<file path="config.mk">
export PLATFORM = sky130hd
export DESIGN_NAME = bsoc_ctrl
export DESIGN_NICKNAME = d
export VERILOG_FILES = /design/src/design/bsoc_pkg.sv /design/src/design/bsoc_ctrl.sv
export SDC_FILE = /design/constraint.sdc
export NUM_CORES = 1
export LEC_CHECK = 0
export BUFFER_PORTS_ARGS = -buffer_cell sky130_fd_sc_hd__clkbuf_2
export CORE_MARGIN = 8
export CORE_UTILIZATION = 55
export CTS_CLUSTER_SIZE = 20
export DETAILED_ROUTE_END_ITERATION = 7
export MAX_ROUTING_LAYER = met4
export PLACE_DENSITY = 0.79
export SYNTH_ARGS = -nofsm -noshare
export SYNTH_HDL_FRONTEND = slang
export SYNTH_SLANG_ARGS = --single-unit
</file>
<file path="constraint.sdc">
create_clock -name clock -period 3.1 [get_ports clock]
set_input_delay 0.62 -clock clock [delete_from_list [all_inputs] [get_ports clock]]
set_output_delay 0.62 -clock clock [all_outputs]
set_load 0.02 [all_outputs]
</file>
<file path="src/design/bsoc_pkg.sv">
`default_nettype none

package bsoc_pkg;

   // Fixed-point constants, Q2.30 unless noted
   localparam logic [30:0] ONE_Q30    = 31'h4000_0000;
   localparam logic [31:0] LN2_Q30    = 32'd744261118;
   localparam logic [31:0] DECAY_COEF = 32'd1406564236;  // Q0.60
   localparam logic [31:0] HEALTH_K   = 32'd76695050;
   localparam logic [31:0] RES_K      = 32'd122516896;
   localparam logic [31:0] RES_A      = 32'd4509716;
   localparam logic [31:0] RES_B      = 32'd3758096;
   localparam logic [31:0] CAP_DEN    = 32'd12240000;
   localparam logic [33:0] DELTA_CAP  = 34'h2_0000_0000;

   // OCV polynomial in Horner order, Q16.16
   localparam logic signed [31:0] POLY_C [6] = '{
      32'sd1609564, -32'sd4685824, 32'sd5141299,
      -32'sd2654863, 32'sd670433, 32'sd268698
   };

   typedef enum logic [1:0] {
      CSR_SERIES,
      CSR_PARALLEL,
      CSR_STEP,
      CSR_INIT_SOC
   } csr_type;

   typedef enum logic [4:0] {
      ST_IDLE, ST_LOAD,
      ST_H_MUL, ST_H_DINIT, ST_H_DIV, ST_H_Y,
      ST_X_MUL, ST_X_UPD, ST_X_T1, ST_X_T2, ST_X_T3,
      ST_H_DEC, ST_H_UPD,
      ST_Q_MUL, ST_Q_DINIT, ST_Q_DIV, ST_Q_CAP,
      ST_D_DINIT, ST_D_DIV, ST_D_CAP,
      ST_SOC, ST_P_MUL, ST_P_ADD, ST_V_MUL, ST_V_SAT,
      ST_R_MUL, ST_R_SET, ST_R_MUL2, ST_R_UPD, ST_OUT
   } state_type;

   typedef enum logic [4:0] {
      OP_NONE, OP_ACCEPT, OP_LOAD,
      OP_H_MUL, OP_H_DINIT, OP_DIV, OP_H_Y,
      OP_X_MUL, OP_X_UPD, OP_X_T1, OP_X_T2, OP_X_T3,
      OP_H_DEC, OP_H_UPD,
      OP_Q_MUL, OP_Q_DINIT, OP_Q_CAP, OP_D_DINIT, OP_D_CAP,
      OP_SOC, OP_P_MUL, OP_P_ADD, OP_V_MUL, OP_V_SAT,
      OP_R_MUL, OP_R_SET, OP_R_MUL2, OP_R_UPD, OP_OUT
   } op_type;

   typedef struct packed {
      logic div_last;
      logic exp_last;
      logic poly_last;
      logic health_reset;
      logic health_zero;
   } status_type;

   // Root 2^(2^-k) in Q1.30 as a chain of floor square roots, k >= 1
   function automatic logic [31:0] exp_root(input int k);
      logic [63:0] c;
      logic [63:0] v;
      logic [63:0] res;
      logic [63:0] bt;
      c = 64'h8000_0000;
      for (int j = 0; j < k; j++) begin
         v   = c << 30;
         res = '0;
         for (int i = 0; i < 32; i++) begin
            bt = 64'd1 << (62 - 2 * i);
            if (v >= res + bt) begin
               v   = v - (res + bt);
               res = (res >> 1) + bt;
            end else begin
               res = res >> 1;
            end
         end
         c = res;
      end
      return c[31:0];
   endfunction

endpackage

`default_nettype wire

</file>
<file path="src/design/bsoc_ctrl.sv">
`default_nettype none

module bsoc_ctrl (
   input  logic                 clock,
   input  logic                 reset,
   input  logic                 req_valid,
   output logic                 req_ready,
   output logic                 rsp_valid,
   input  logic                 rsp_ready,
   input  bsoc_pkg::status_type status,
   output bsoc_pkg::op_type     op
);
   import bsoc_pkg::*;

   state_type state_ff, state_in;
   logic      phase_ff, phase_in;   // exp caller: 0 health, 1 resistance
   logic      valid_ff, valid_in;
   logic      load_out;

   assign load_out  = (state_ff == ST_OUT) && (!valid_ff || rsp_ready);
   assign req_ready = (state_ff == ST_IDLE);
   assign rsp_valid = valid_ff;

   always_comb begin
      state_in = state_ff;
      phase_in = phase_ff;
      case (state_ff)
         ST_IDLE:    if (req_valid) state_in = ST_LOAD;
         ST_LOAD:    state_in = status.health_reset ? ST_Q_MUL : ST_H_MUL;
         ST_H_MUL:   state_in = ST_H_DINIT;
         ST_H_DINIT: state_in = ST_H_DIV;
         ST_H_DIV:   if (status.div_last) state_in = ST_H_Y;
         ST_H_Y: begin
            state_in = ST_X_MUL;
            phase_in = 1'b0;
         end
         ST_X_MUL:   state_in = ST_X_UPD;
         ST_X_UPD:   state_in = status.exp_last ? ST_X_T1 : ST_X_MUL;
         ST_X_T1:    state_in = ST_X_T2;
         ST_X_T2:    state_in = ST_X_T3;
         ST_X_T3:    state_in = phase_ff ? ST_R_MUL2 : ST_H_DEC;
         ST_H_DEC:   state_in = ST_H_UPD;
         ST_H_UPD:   state_in = ST_Q_MUL;
         ST_Q_MUL:   state_in = ST_Q_DINIT;
         ST_Q_DINIT: state_in = ST_Q_DIV;
         ST_Q_DIV:   if (status.div_last) state_in = ST_Q_CAP;
         ST_Q_CAP:   state_in = status.health_zero ? ST_SOC : ST_D_DINIT;
         ST_D_DINIT: state_in = ST_D_DIV;
         ST_D_DIV:   if (status.div_last) state_in = ST_D_CAP;
         ST_D_CAP:   state_in = ST_SOC;
         ST_SOC:     state_in = ST_P_MUL;
         ST_P_MUL:   state_in = ST_P_ADD;
         ST_P_ADD:   state_in = status.poly_last ? ST_V_MUL : ST_P_MUL;
         ST_V_MUL:   state_in = ST_V_SAT;
         ST_V_SAT:   state_in = ST_R_MUL;
         ST_R_MUL:   state_in = ST_R_SET;
         ST_R_SET: begin
            state_in = ST_X_MUL;
            phase_in = 1'b1;
         end
         ST_R_MUL2:  state_in = ST_R_UPD;
         ST_R_UPD:   state_in = ST_OUT;
         ST_OUT:     if (load_out) state_in = ST_IDLE;
         default:    state_in = ST_IDLE;
      endcase
   end

   always_comb begin
      op = OP_NONE;
      case (state_ff)
         ST_IDLE:    if (req_valid) op = OP_ACCEPT;
         ST_LOAD:    op = OP_LOAD;
         ST_H_MUL:   op = OP_H_MUL;
         ST_H_DINIT: op = OP_H_DINIT;
         ST_H_DIV:   op = OP_DIV;
         ST_H_Y:     op = OP_H_Y;
         ST_X_MUL:   op = OP_X_MUL;
         ST_X_UPD:   op = OP_X_UPD;
         ST_X_T1:    op = OP_X_T1;
         ST_X_T2:    op = OP_X_T2;
         ST_X_T3:    op = OP_X_T3;
         ST_H_DEC:   op = OP_H_DEC;
         ST_H_UPD:   op = OP_H_UPD;
         ST_Q_MUL:   op = OP_Q_MUL;
         ST_Q_DINIT: op = OP_Q_DINIT;
         ST_Q_DIV:   op = OP_DIV;
         ST_Q_CAP:   op = OP_Q_CAP;
         ST_D_DINIT: op = OP_D_DINIT;
         ST_D_DIV:   op = OP_DIV;
         ST_D_CAP:   op = OP_D_CAP;
         ST_SOC:     op = OP_SOC;
         ST_P_MUL:   op = OP_P_MUL;
         ST_P_ADD:   op = OP_P_ADD;
         ST_V_MUL:   op = OP_V_MUL;
         ST_V_SAT:   op = OP_V_SAT;
         ST_R_MUL:   op = OP_R_MUL;
         ST_R_SET:   op = OP_R_SET;
         ST_R_MUL2:  op = OP_R_MUL2;
         ST_R_UPD:   op = OP_R_UPD;
         ST_OUT:     if (load_out) op = OP_OUT;
         default:    op = OP_NONE;
      endcase
   end

   always_comb begin
      if (load_out) begin
         valid_in = 1'b1;
      end else if (rsp_ready) begin
         valid_in = 1'b0;
      end else begin
         valid_in = valid_ff;
      end
   end

   always_ff @(posedge clock) begin
      if (reset) begin
         state_ff <= ST_IDLE;
         phase_ff <= 1'b0;
         valid_ff <= 1'b0;
      end else begin
         state_ff <= state_in;
         phase_ff <= phase_in;
         valid_ff <= valid_in;
      end
   end

endmodule

`default_nettype wire

</file>
==> results of run 1 <==
-- worst min-delay path, stage by stage, from the launching register on --
cell and delay [ps]:
sky130_fd_sc_hd__dfxtp_1 310, sky130_fd_sc_hd__a41oi_1 160, sky130_fd_sc_hd__a311oi_1 60
-- synthesized netlist by cell type (2+ instances only) --
cell type                  count
sky130_fd_sc_hd__nor2_1        9
sky130_fd_sc_hd__buf_2         8
sky130_fd_sc_hd__a21oi_1       7
sky130_fd_sc_hd__dfxtp_1       7
sky130_fd_sc_hd__nand2_1       7
sky130_fd_sc_hd__nand3_1       6
sky130_fd_sc_hd__nor2b_1       6
sky130_fd_sc_hd__o21ai_0       5
sky130_fd_sc_hd__buf_1         4
sky130_fd_sc_hd__a21o_1        3
sky130_fd_sc_hd__a31oi_1       3
sky130_fd_sc_hd__a41oi_1       3
sky130_fd_sc_hd__inv_1         3
sky130_fd_sc_hd__nand4_1       3
sky130_fd_sc_hd__nor3_1        3
sky130_fd_sc_hd__a211o_1       2
sky130_fd_sc_hd__a211oi_1      2
sky130_fd_sc_hd__a22o_1        2
sky130_fd_sc_hd__a311oi_1      2
sky130_fd_sc_hd__and2b_1       2
sky130_fd_sc_hd__nand2b_1      2
sky130_fd_sc_hd__nand3b_1      2
sky130_fd_sc_hd__o22ai_1       2
-- state kept, by name (all words and copies together) (netlist names) --
signal / cells
state_ff: 5
phase_ff: 1
rsp_valid: 1
-- logic make-up (layout without fill, tap and decap cells) --
kind of cell / count (synthesis) / after routing
and+or+nand+nor: 50 / 50
AOI/OAI and AO/OA: 48 / 48
buffers and inverters: 17 / 24
DFF: 7 / 7
-- layout by cell type (no fill, tap or decap), types with 2 or more instances in the layout --
master,count
sky130_fd_sc_hd__dfxtp_1,7
sky130_fd_sc_hd__a22o_1,2
sky130_fd_sc_hd__nand3b_1,2
sky130_fd_sc_hd__nand3_1,6
sky130_fd_sc_hd__a21oi_1,7
sky130_fd_sc_hd__nand2_1,7
sky130_fd_sc_hd__clkbuf_4,3
sky130_fd_sc_hd__o21ai_0,5
sky130_fd_sc_hd__a21o_1,3
sky130_fd_sc_hd__nand4_1,3
sky130_fd_sc_hd__and2b_1,2
sky130_fd_sc_hd__inv_1,3
sky130_fd_sc_hd__nor2_1,9
sky130_fd_sc_hd__a211oi_1,2
sky130_fd_sc_hd__a31oi_1,3
sky130_fd_sc_hd__a211o_1,2
sky130_fd_sc_hd__nor3_1,3
sky130_fd_sc_hd__nor2b_1,6
sky130_fd_sc_hd__nand2b_1,2
sky130_fd_sc_hd__a41oi_1,3
sky130_fd_sc_hd__a311oi_1,2
sky130_fd_sc_hd__clkbuf_2,15
sky130_fd_sc_hd__o22ai_1,2
-- metrics by stage --
step	total power [mW]	cells	hold slack, ps	setup slack [ps]	area, µm²
floorplan	0.600	122	537	926	865
global placement	0.683	141	592	738	901
detailed placement	0.691	141	587	752	901
CTS	0.787	145	593	456	927
global route	0.858	145	657	260	927
finish	0.790	145	587	428	927
-- cell type report --
cell class                 instances  area, µm²
clock buffer                       4       26.3
fill                             133        562
inverter                           4       15.0
multi-input combinational         98        643
sequential                         7        140
tap                               16       20.0
timing repair buffer              16       82.6
-- layer usage --
metal,GRT usage,vias to the layer above,part of all wire
met4,0.0880,0,0.016
met2,0.221,50,0.47
met5,-,-,0
met3,0.0297,5,0.085
li1,-,494,-
met1,0.197,435,0.43
-- report_power, final --
group | leakage [nW] | total, mW | switching (mW) | internal [mW]
Clock | 0.0150 | 0.0893 | 0.0398 | 0.0495
Combinational | 0.264 | 0.469 | 0.253 | 0.215
Sequential | 0.0572 | 0.232 | 0.121 | 0.111
Total | 0.337 | 0.790 | 0.414 | 0.376
-- worst paths after layout --
kind,slack [ps],endpoint,from
hold reg to reg,590,phase_ff$_SDFFE_PP0P_,phase_ff$_SDFFE_PP0P_
setup / recovery,430,op[2],state_ff[0]$_SDFFE_PP0P_
hold / removal,590,phase_ff$_SDFFE_PP0P_,phase_ff$_SDFFE_PP0P_
setup reg to reg,1010,state_ff[1]$_SDFFE_PP0P_,state_ff[0]$_SDFFE_PP0P_
==> flow_summary.yaml, run 1 <==
status:
  outcome: "finished clean"
detailed_routing:
  detail_route.drc_violations: 0
  initialDrtViolationCount: 60
  wl_per_cell_um: 16.2
  route.detailed.vias_per_inst: 6.79
  total_detailed_routing_wirelength_mm: 2.35
  number_of_optimization_iterations_in_the_first_detailed_route_pass: 5
  dr_total_vias: 984
  final_antenna_net_count: 0
yosys:
  postSynthCellCount: 122
  avgSynthCellArea_um2: 7.09
  mux_share_of_post_synthesis_cell_area: 0
  postSynthNetCount: 131
  synth-xor-area-share: 0
  seq_area_frac_synth: 0.162
  synth-compound-area-share: 0.412
  mappedNetlistArea_um2: 865
  post_synth_main_area_contributors: "sky130_fd_sc_hd__dfxtp_1 16%, sky130_fd_sc_hd__buf_2 4.6%, sky130_fd_sc_hd__nor2b_1 4.3%"
  synth.distinct_cells: 52
  synth_largest_type_area_fraction: 0.162
  synth_warnings: 0
  dominant_combinational_cell_family_by_area_after_synthesis: "compound AO/OA/AOI/OAI gates"
  synth-main-ff-cell: "sky130_fd_sc_hd__dfxtp_1"
  post_synthesis_adder_cell_area_fraction: 0
  synth.ff_latch_count: 7
  synth_async_sr_flop_share: 0
  synthSimpleGateAreaFrac: 0.331
  yosys.area.top_type: "sky130_fd_sc_hd__dfxtp_1"
  synth_edf_count: 0
clocking:
  tritoncts_clock_tree: "done"
  cts_root_buf: "sky130_fd_sc_hd__clkbuf_4"
  cts.clk_slew.worst_paths_ps: 60
  ctsResizeCount: 0
  cts_buffers: 3
  cts.htree.levels: 1
  postCtsHoldBufs: 0
  cts_sinks: 7
  clock_latency_ps: 270
  clk_path_buf_depth: 2
  post_cts.repair.setup_buffers: 0
placement:
  gp_routability_congestion: 0.971
  post-dp-hpwl_mm: 1.63
  numPortBuffers: 15
worst_setup_path:
  crit_chain: "inv_1 -> o22a_1 -> o22ai_1 -> a21oi_1 -> clkbuf_2"
  critical_path_depth: 5
  worstPathRequired_ps: 2480
  critical_path.max_fanout: 29
  cp_top_family: "flip-flops"
  timing.reg2reg.worst_path_depth: 4
  cp_data_arrival_time_ps: 2050
  worstSetupPathType: "reg -> out"
  crit_path_max_incr_delay_ps: 880
  timing.critical_path.buf_inv: 2
  critPathLaunchType: "register"
  slowest_stage: "sky130_fd_sc_hd__dfxtp_1"
  cp-end-kind: "primary output"
timing:
  maxClockFrequency_mhz: 374
  hold_fails_final_rpt: 0
  grt_setup_unrepaired: "no"
  timing.clock.skew_ps: 12.0
  finalCriticalPeriod_ps: 2670
  layout_worst_path_cycle_share: 0.862
  setup_viol: 0
  number_of_pins_with_negative_max_slew_slack_in_the_final_report: 0
  worst-slew-pin-transition_ps: 851
  setup_tns_ps: 0
  max_slew_margin: 0.432
global_routing:
  grt_overflow: 0
  grt_pass1_wl_mm: 4.02
  first_global_vias: 921
  globalRouteTotalUtil: 0.155
  grt_start_max_net_pins: 30
  number_of_antenna_violations_at_the_first_check_in_global_routing: 0
power_and_ir_drop:
  vdd_drop_max_mv: 0.539
  p_per_area_mw_per_mm2: 852
  total_leakage_power_nw: 0.337
cells_and_area:
  utilization: 0.623
  layout.nets: 139
  final_layout_size_suffix_gt1_frac: 0.178
  diodes: 0
  area_growth_pct: 7.24
floorplan:
  core_area_mm2: 0.00149
  floorplan.io_pins: 16
  floorplan.initialDensity: 0.581
  dieHeight_um: 55.6
  die_area_mm2: 0.00310
  die_x_um: 55.6
  core.rowCount: 14
min_path:
  holdPathStages: 2
  timing.hold.worst.class: "reg -> reg"
job:
  maxCapViolCount: 0
Note: power is estimated with default switching activity, not from simulation.
==> run 2, diff against run 1 <==
--- a/config.mk
+++ b/config.mk
@@ -8,6 +8,7 @@
 export BUFFER_PORTS_ARGS = -buffer_cell sky130_fd_sc_hd__clkbuf_2
 export CORE_MARGIN = 8
 export CORE_UTILIZATION = 55
+export CTS_BUF_LIST = sky130_fd_sc_hd__clkbuf_4 sky130_fd_sc_hd__clkbuf_8
 export CTS_CLUSTER_SIZE = 20
 export DETAILED_ROUTE_END_ITERATION = 7
 export MAX_ROUTING_LAYER = met4
==> flow_summary.yaml, run 2 (synthesis gave the netlist of run 1 again) <==
floorplan:
  die_area_mm2: 0.00310
  core.rowCount: 14
  dieHeight_um: 55.6
  core_area_mm2: 0.00149
  die_x_um: 55.6
  floorplan.io_pins: 16
  floorplan.initialDensity: 0.581
power_and_ir_drop:
  total_leakage_power_nw: 0.340
  p_per_area_mw_per_mm2: 859
  power_frac_comb: 0.586
  internal_power_mw: 0.384
  seqPwrFrac: 0.290
  p_total_mw: 0.800
  vdd_drop_max_mv: 0.526
  power.switching_fraction: 0.520
  power.switching_mw: 0.416
  power.share.clock: 0.124
timing:
  layout_worst_path_cycle_share: 0.859
  layout_setup_ws_ps: 437
  maxClockFrequency_mhz: 376
  max_slew_margin: 0.430
  worst-slew-pin-transition_ps: 854
  timing.clock.skew_ps: 13.4
  setup_viol: 0
  setup_tns_ps: 0
  number_of_pins_with_negative_max_slew_slack_in_the_final_report: 0
  grt_setup_unrepaired: "no"
  finalCriticalPeriod_ps: 2660
  fin_worst_hold_slack_ps: 586
  hold_fails_final_rpt: 0
detailed_routing:
  detail_route.drc_violations: 0
  number_of_optimization_iterations_in_the_first_detailed_route_pass: 4
  dr_total_vias: 1000
  wl_per_cell_um: 16.4
  route.detailed.vias_per_inst: 6.90
  final_antenna_net_count: 0
  initialDrtViolationCount: 49
  total_detailed_routing_wirelength_mm: 2.37
worst_setup_path:
  crit_chain: "inv_1 -> o22a_1 -> o22ai_1 -> a21oi_1 -> clkbuf_2"
  critPathLaunchType: "register"
  critical_path.max_fanout: 29
  worstPathRequired_ps: 2480
  worstSetupPathType: "reg -> out"
  cp_data_arrival_time_ps: 2040
  slowest_stage: "sky130_fd_sc_hd__dfxtp_1"
  cp-end-kind: "primary output"
  crit_path_max_incr_delay_ps: 880
clocking:
  clk_path_buf_depth: 2
  cts.htree.levels: 1
  postCtsHoldBufs: 0
  ctsResizeCount: 0
  cts.clk_slew.worst_paths_ps: 60
  cts_buffers: 3
  cts_sinks: 7
  clock_latency_ps: 270
  cts_root_buf: "sky130_fd_sc_hd__clkbuf_4"
  tritoncts_clock_tree: "done"
  post_cts.repair.setup_buffers: 0
cells_and_area:
  final_area_um2: 931
  final_layout_size_suffix_gt1_frac: 0.186
  fillers: 133
  stdcell_count: 145
  biggest_register: "state_ff"
  most_common_cell_after_layout_fill_and_taps_aside: "sky130_fd_sc_hd__clkbuf_2"
  largest_reg_flops: 5
  layout.nets: 139
  mostFrequentLayoutCells: "15 x sky130_fd_sc_hd__clkbuf_2, 9 x sky130_fd_sc_hd__nor2_1, 7 x sky130_fd_sc_hd__nand2_1, 7 x sky130_fd_sc_hd__a21oi_1, 7 x sky130_fd_sc_hd__dfxtp_1"
  utilization: 0.625
  diodes: 0
  area_growth_pct: 7.67
global_routing:
  number_of_antenna_violations_at_the_first_check_in_global_routing: 0
  grt_overflow: 0
  grt_pass1_wl_mm: 4.02
  globalRouteTotalUtil: 0.155
  grt_start_max_net_pins: 30
  first_global_vias: 919
placement:
  dp.cells: 141
  gp_routability_congestion: 0.971
  post-dp-hpwl_mm: 1.63
  numPortBuffers: 15
  placedInstanceArea_um2: 901
  place_worst_setup_slack_ps: 752
status:
  outcome: "finished clean"
job:
  maxCapViolCount: 0
min_path:
  timing.hold.worst.class: "reg -> reg"
-- run 2: final cells by class --
type | count | area, µm² | share of cell area
clock buffers | 4 | 30.0 | 0.0323
inverters | 4 | 15.0 | 0.0161
multi-input cells | 98 | 643 | 0.691
flip-flops and latches | 7 | 140 | 0.151
well taps | 16 | 20.0 | 0.0215
repair buffers | 16 | 82.6 | 0.0887
-- run 2: path summary, 6_finish.rpt --
check | from | end | slack, ps | cells after the start
worst max register to register | state_ff[4]$_SDFFE_PP0P_ | state_ff[1]$_SDFFE_PP0P_ | 990 | 4
worst min register to register | phase_ff$_SDFFE_PP0P_ | phase_ff$_SDFFE_PP0P_ | 590 | 2
worst max-delay path | state_ff[0]$_SDFFE_PP0P_ | op[2] | 440 | 5
worst min-delay path | phase_ff$_SDFFE_PP0P_ | phase_ff$_SDFFE_PP0P_ | 590 | 2
-- run 2: critical path, delay by kind of cell (launching register included) --
family          cells  cell delay, ps
buf+inv             2             440
flops               1             880
compound gates      3             450
-- run 2: metal layers --
layer | up-vias | wire (µm) | track usage | part of all wire
met1 | 450 | 1040 | 0.197 | 0.44
met3 | 5 | 218 | 0.0297 | 0.092
met5 | - | 0 | - | 0
li1 | 493 | - | - | -
met2 | 52 | 1080 | 0.221 | 0.45
met4 | 0 | 38 | 0.0880 | 0.016
-- run 2: power groups by stage --
stage	clock network [mW]	registers [mW]	logic [mW]
detailed placement	0	0.229	0.462
CTS	0.103	0.228	0.465
floorplan	0	0.122	0.478
global route	0.105	0.243	0.520
global placement	0	0.227	0.456
finish	0.0988	0.232	0.469
==> run 3, diff against run 2 <==
==> constraint.sdc (replaced) <==
create_clock -name clock -period 3.1 [get_ports clock]
set_input_delay 0.155 -clock clock [delete_from_list [all_inputs] [get_ports clock]]
set_output_delay 0.155 -clock clock [all_outputs]
set_load 0.02 [all_outputs]
==> flow_summary.yaml, run 3 (synthesis gave the netlist of run 1 again) <==
cells_and_area:
  largest_reg_flops: 5
  mostFrequentLayoutCells: "15 x sky130_fd_sc_hd__clkbuf_2, 9 x sky130_fd_sc_hd__nor2_1, 7 x sky130_fd_sc_hd__nand2_1, 7 x sky130_fd_sc_hd__a21oi_1, 7 x sky130_fd_sc_hd__dfxtp_1"
  most_common_cell_after_layout_fill_and_taps_aside: "sky130_fd_sc_hd__clkbuf_2"
  fillers: 146
  biggest_register: "state_ff"
  final_area_um2: 923
  final_layout_size_suffix_gt1_frac: 0.180
  layout.nets: 138
  diodes: 0
  area_growth_pct: 6.80
detailed_routing:
  detail_route.drc_violations: 0
  total_detailed_routing_wirelength_mm: 2.37
  route.detailed.vias_per_inst: 6.90
  wl_per_cell_um: 16.5
  number_of_optimization_iterations_in_the_first_detailed_route_pass: 5
  final_antenna_net_count: 0
  initialDrtViolationCount: 46
  dr_total_vias: 993
timing:
  max_slew_margin: 0.406
  maxClockFrequency_mhz: 446
  number_of_pins_with_negative_max_slew_slack_in_the_final_report: 0
  worst-slew-pin-transition_ps: 890
  setup_viol: 0
  grt_setup_unrepaired: "no"
  finalCriticalPeriod_ps: 2240
  hold_fails_final_rpt: 0
  setup_tns_ps: 0
  layout_worst_path_cycle_share: 0.724
  timing.clock.skew_ps: 14.5
floorplan:
  die_x_um: 55.6
  dieHeight_um: 55.6
  core_area_mm2: 0.00149
  floorplan.io_pins: 16
  floorplan.initialDensity: 0.581
  die_area_mm2: 0.00310
  core.rowCount: 14
placement:
  post-dp-hpwl_mm: 1.64
  placedInstanceArea_um2: 893
  numPortBuffers: 15
  gp_routability_congestion: 0.919
global_routing:
  first_global_vias: 909
  grt_overflow: 0
  grt_pass1_wl_mm: 4.15
  grt_start_max_net_pins: 30
  globalRouteTotalUtil: 0.160
  number_of_antenna_violations_at_the_first_check_in_global_routing: 0
worst_setup_path:
  timing.critical_path.buf_inv: 1
  critical_path.max_fanout: 29
  worstSetupPathType: "reg -> out"
  critPathLaunchType: "register"
  cp-end-kind: "primary output"
  cp_top_family: "flip-flops"
  slowest_stage: "sky130_fd_sc_hd__dfxtp_1"
  crit_path_max_incr_delay_ps: 900
  crit_start: "state_ff[1]$_SDFFE_PP0P_"
  cp_data_arrival_time_ps: 2090
  worstPathRequired_ps: 2940
  r2r-start: "state_ff[1]$_SDFFE_PP0P_"
  crit_chain: "nor2b_1 -> nand2_1 -> a21oi_1 -> a211oi_1 -> clkbuf_2"
power_and_ir_drop:
  p_per_area_mw_per_mm2: 858
  total_leakage_power_nw: 0.335
  vdd_drop_max_mv: 0.523
clocking:
  cts.htree.levels: 1
  post_cts.repair.setup_buffers: 0
  cts_buffers: 3
  cts.clk_slew.worst_paths_ps: 60
  clk_path_buf_depth: 2
  tritoncts_clock_tree: "done"
  cts_root_buf: "sky130_fd_sc_hd__clkbuf_4"
  cts_sinks: 7
  ctsResizeCount: 0
  clock_latency_ps: 260
  postCtsHoldBufs: 0
min_path:
  min-delay-start: "reset"
  timing.hold.worst.class: "in -> reg"
job:
  maxCapViolCount: 0
status:
  outcome: "finished clean"
run 3: metrics by stage:
step	cells	hold slack (ps)	setup slack [ps]	total power [mW]	util
after global placement	140	436	1120	0.681	0.600
final	144	179	857	0.792	0.620
after floorplan	122	220	1390	0.600	-
after detailed placement	140	444	1080	0.690	0.600
after global routing	144	186	685	0.868	0.620
after CTS	144	169	883	0.787	0.620
run 3: final cells by class:
cell class	count	area, µm²	share of cell area
Timing Repair Buffer	15	75.1	0.0813
Tap cell	16	20.0	0.0217
Inverter	4	15.0	0.0163
Multi-Input combinational cell	98	643	0.696
Sequential cell	7	140	0.152
Clock buffer	4	30.0	0.0325
run 3: final timing paths:
kind | slack (ps) | depth (start not counted) | to
setup reg to reg | 1000 | 4 | state_ff[1]$_SDFFE_PP0P_
hold / removal | 180 | 2 | state_ff[1]$_SDFFE_PP0P_
setup / recovery | 860 | 5 | op[3]
hold reg to reg | 580 | 2 | phase_ff$_SDFFE_PP0P_
run 3: power by group:
part / internal (mW) / switching [mW] / leakage (nW) / total, mW
registers: 0.111 / 0.132 / 0.0572 / 0.243
clock network: 0.0581 / 0.0374 / 0.0184 / 0.0955
logic: 0.212 / 0.242 / 0.259 / 0.454
run 3: worst reg2reg max path, cell delays in order, from the launching register on:
cell and delay [ps]:
sky130_fd_sc_hd__dfxtp_1 900, sky130_fd_sc_hd__and2b_1 340, sky130_fd_sc_hd__nand4_1 260, sky130_fd_sc_hd__and4_4 300, sky130_fd_sc_hd__a211oi_2 210
run 3: layer usage:
layer / vias to the layer above / share of wire / GRT usage
li1: 489 / - / -
met1: 457 / 0.45 / 0.207
met2: 45 / 0.46 / 0.226
met3: 2 / 0.079 / 0.0548
met4: 0 / 0.0063 / 0.0493
met5: - / 0 / -
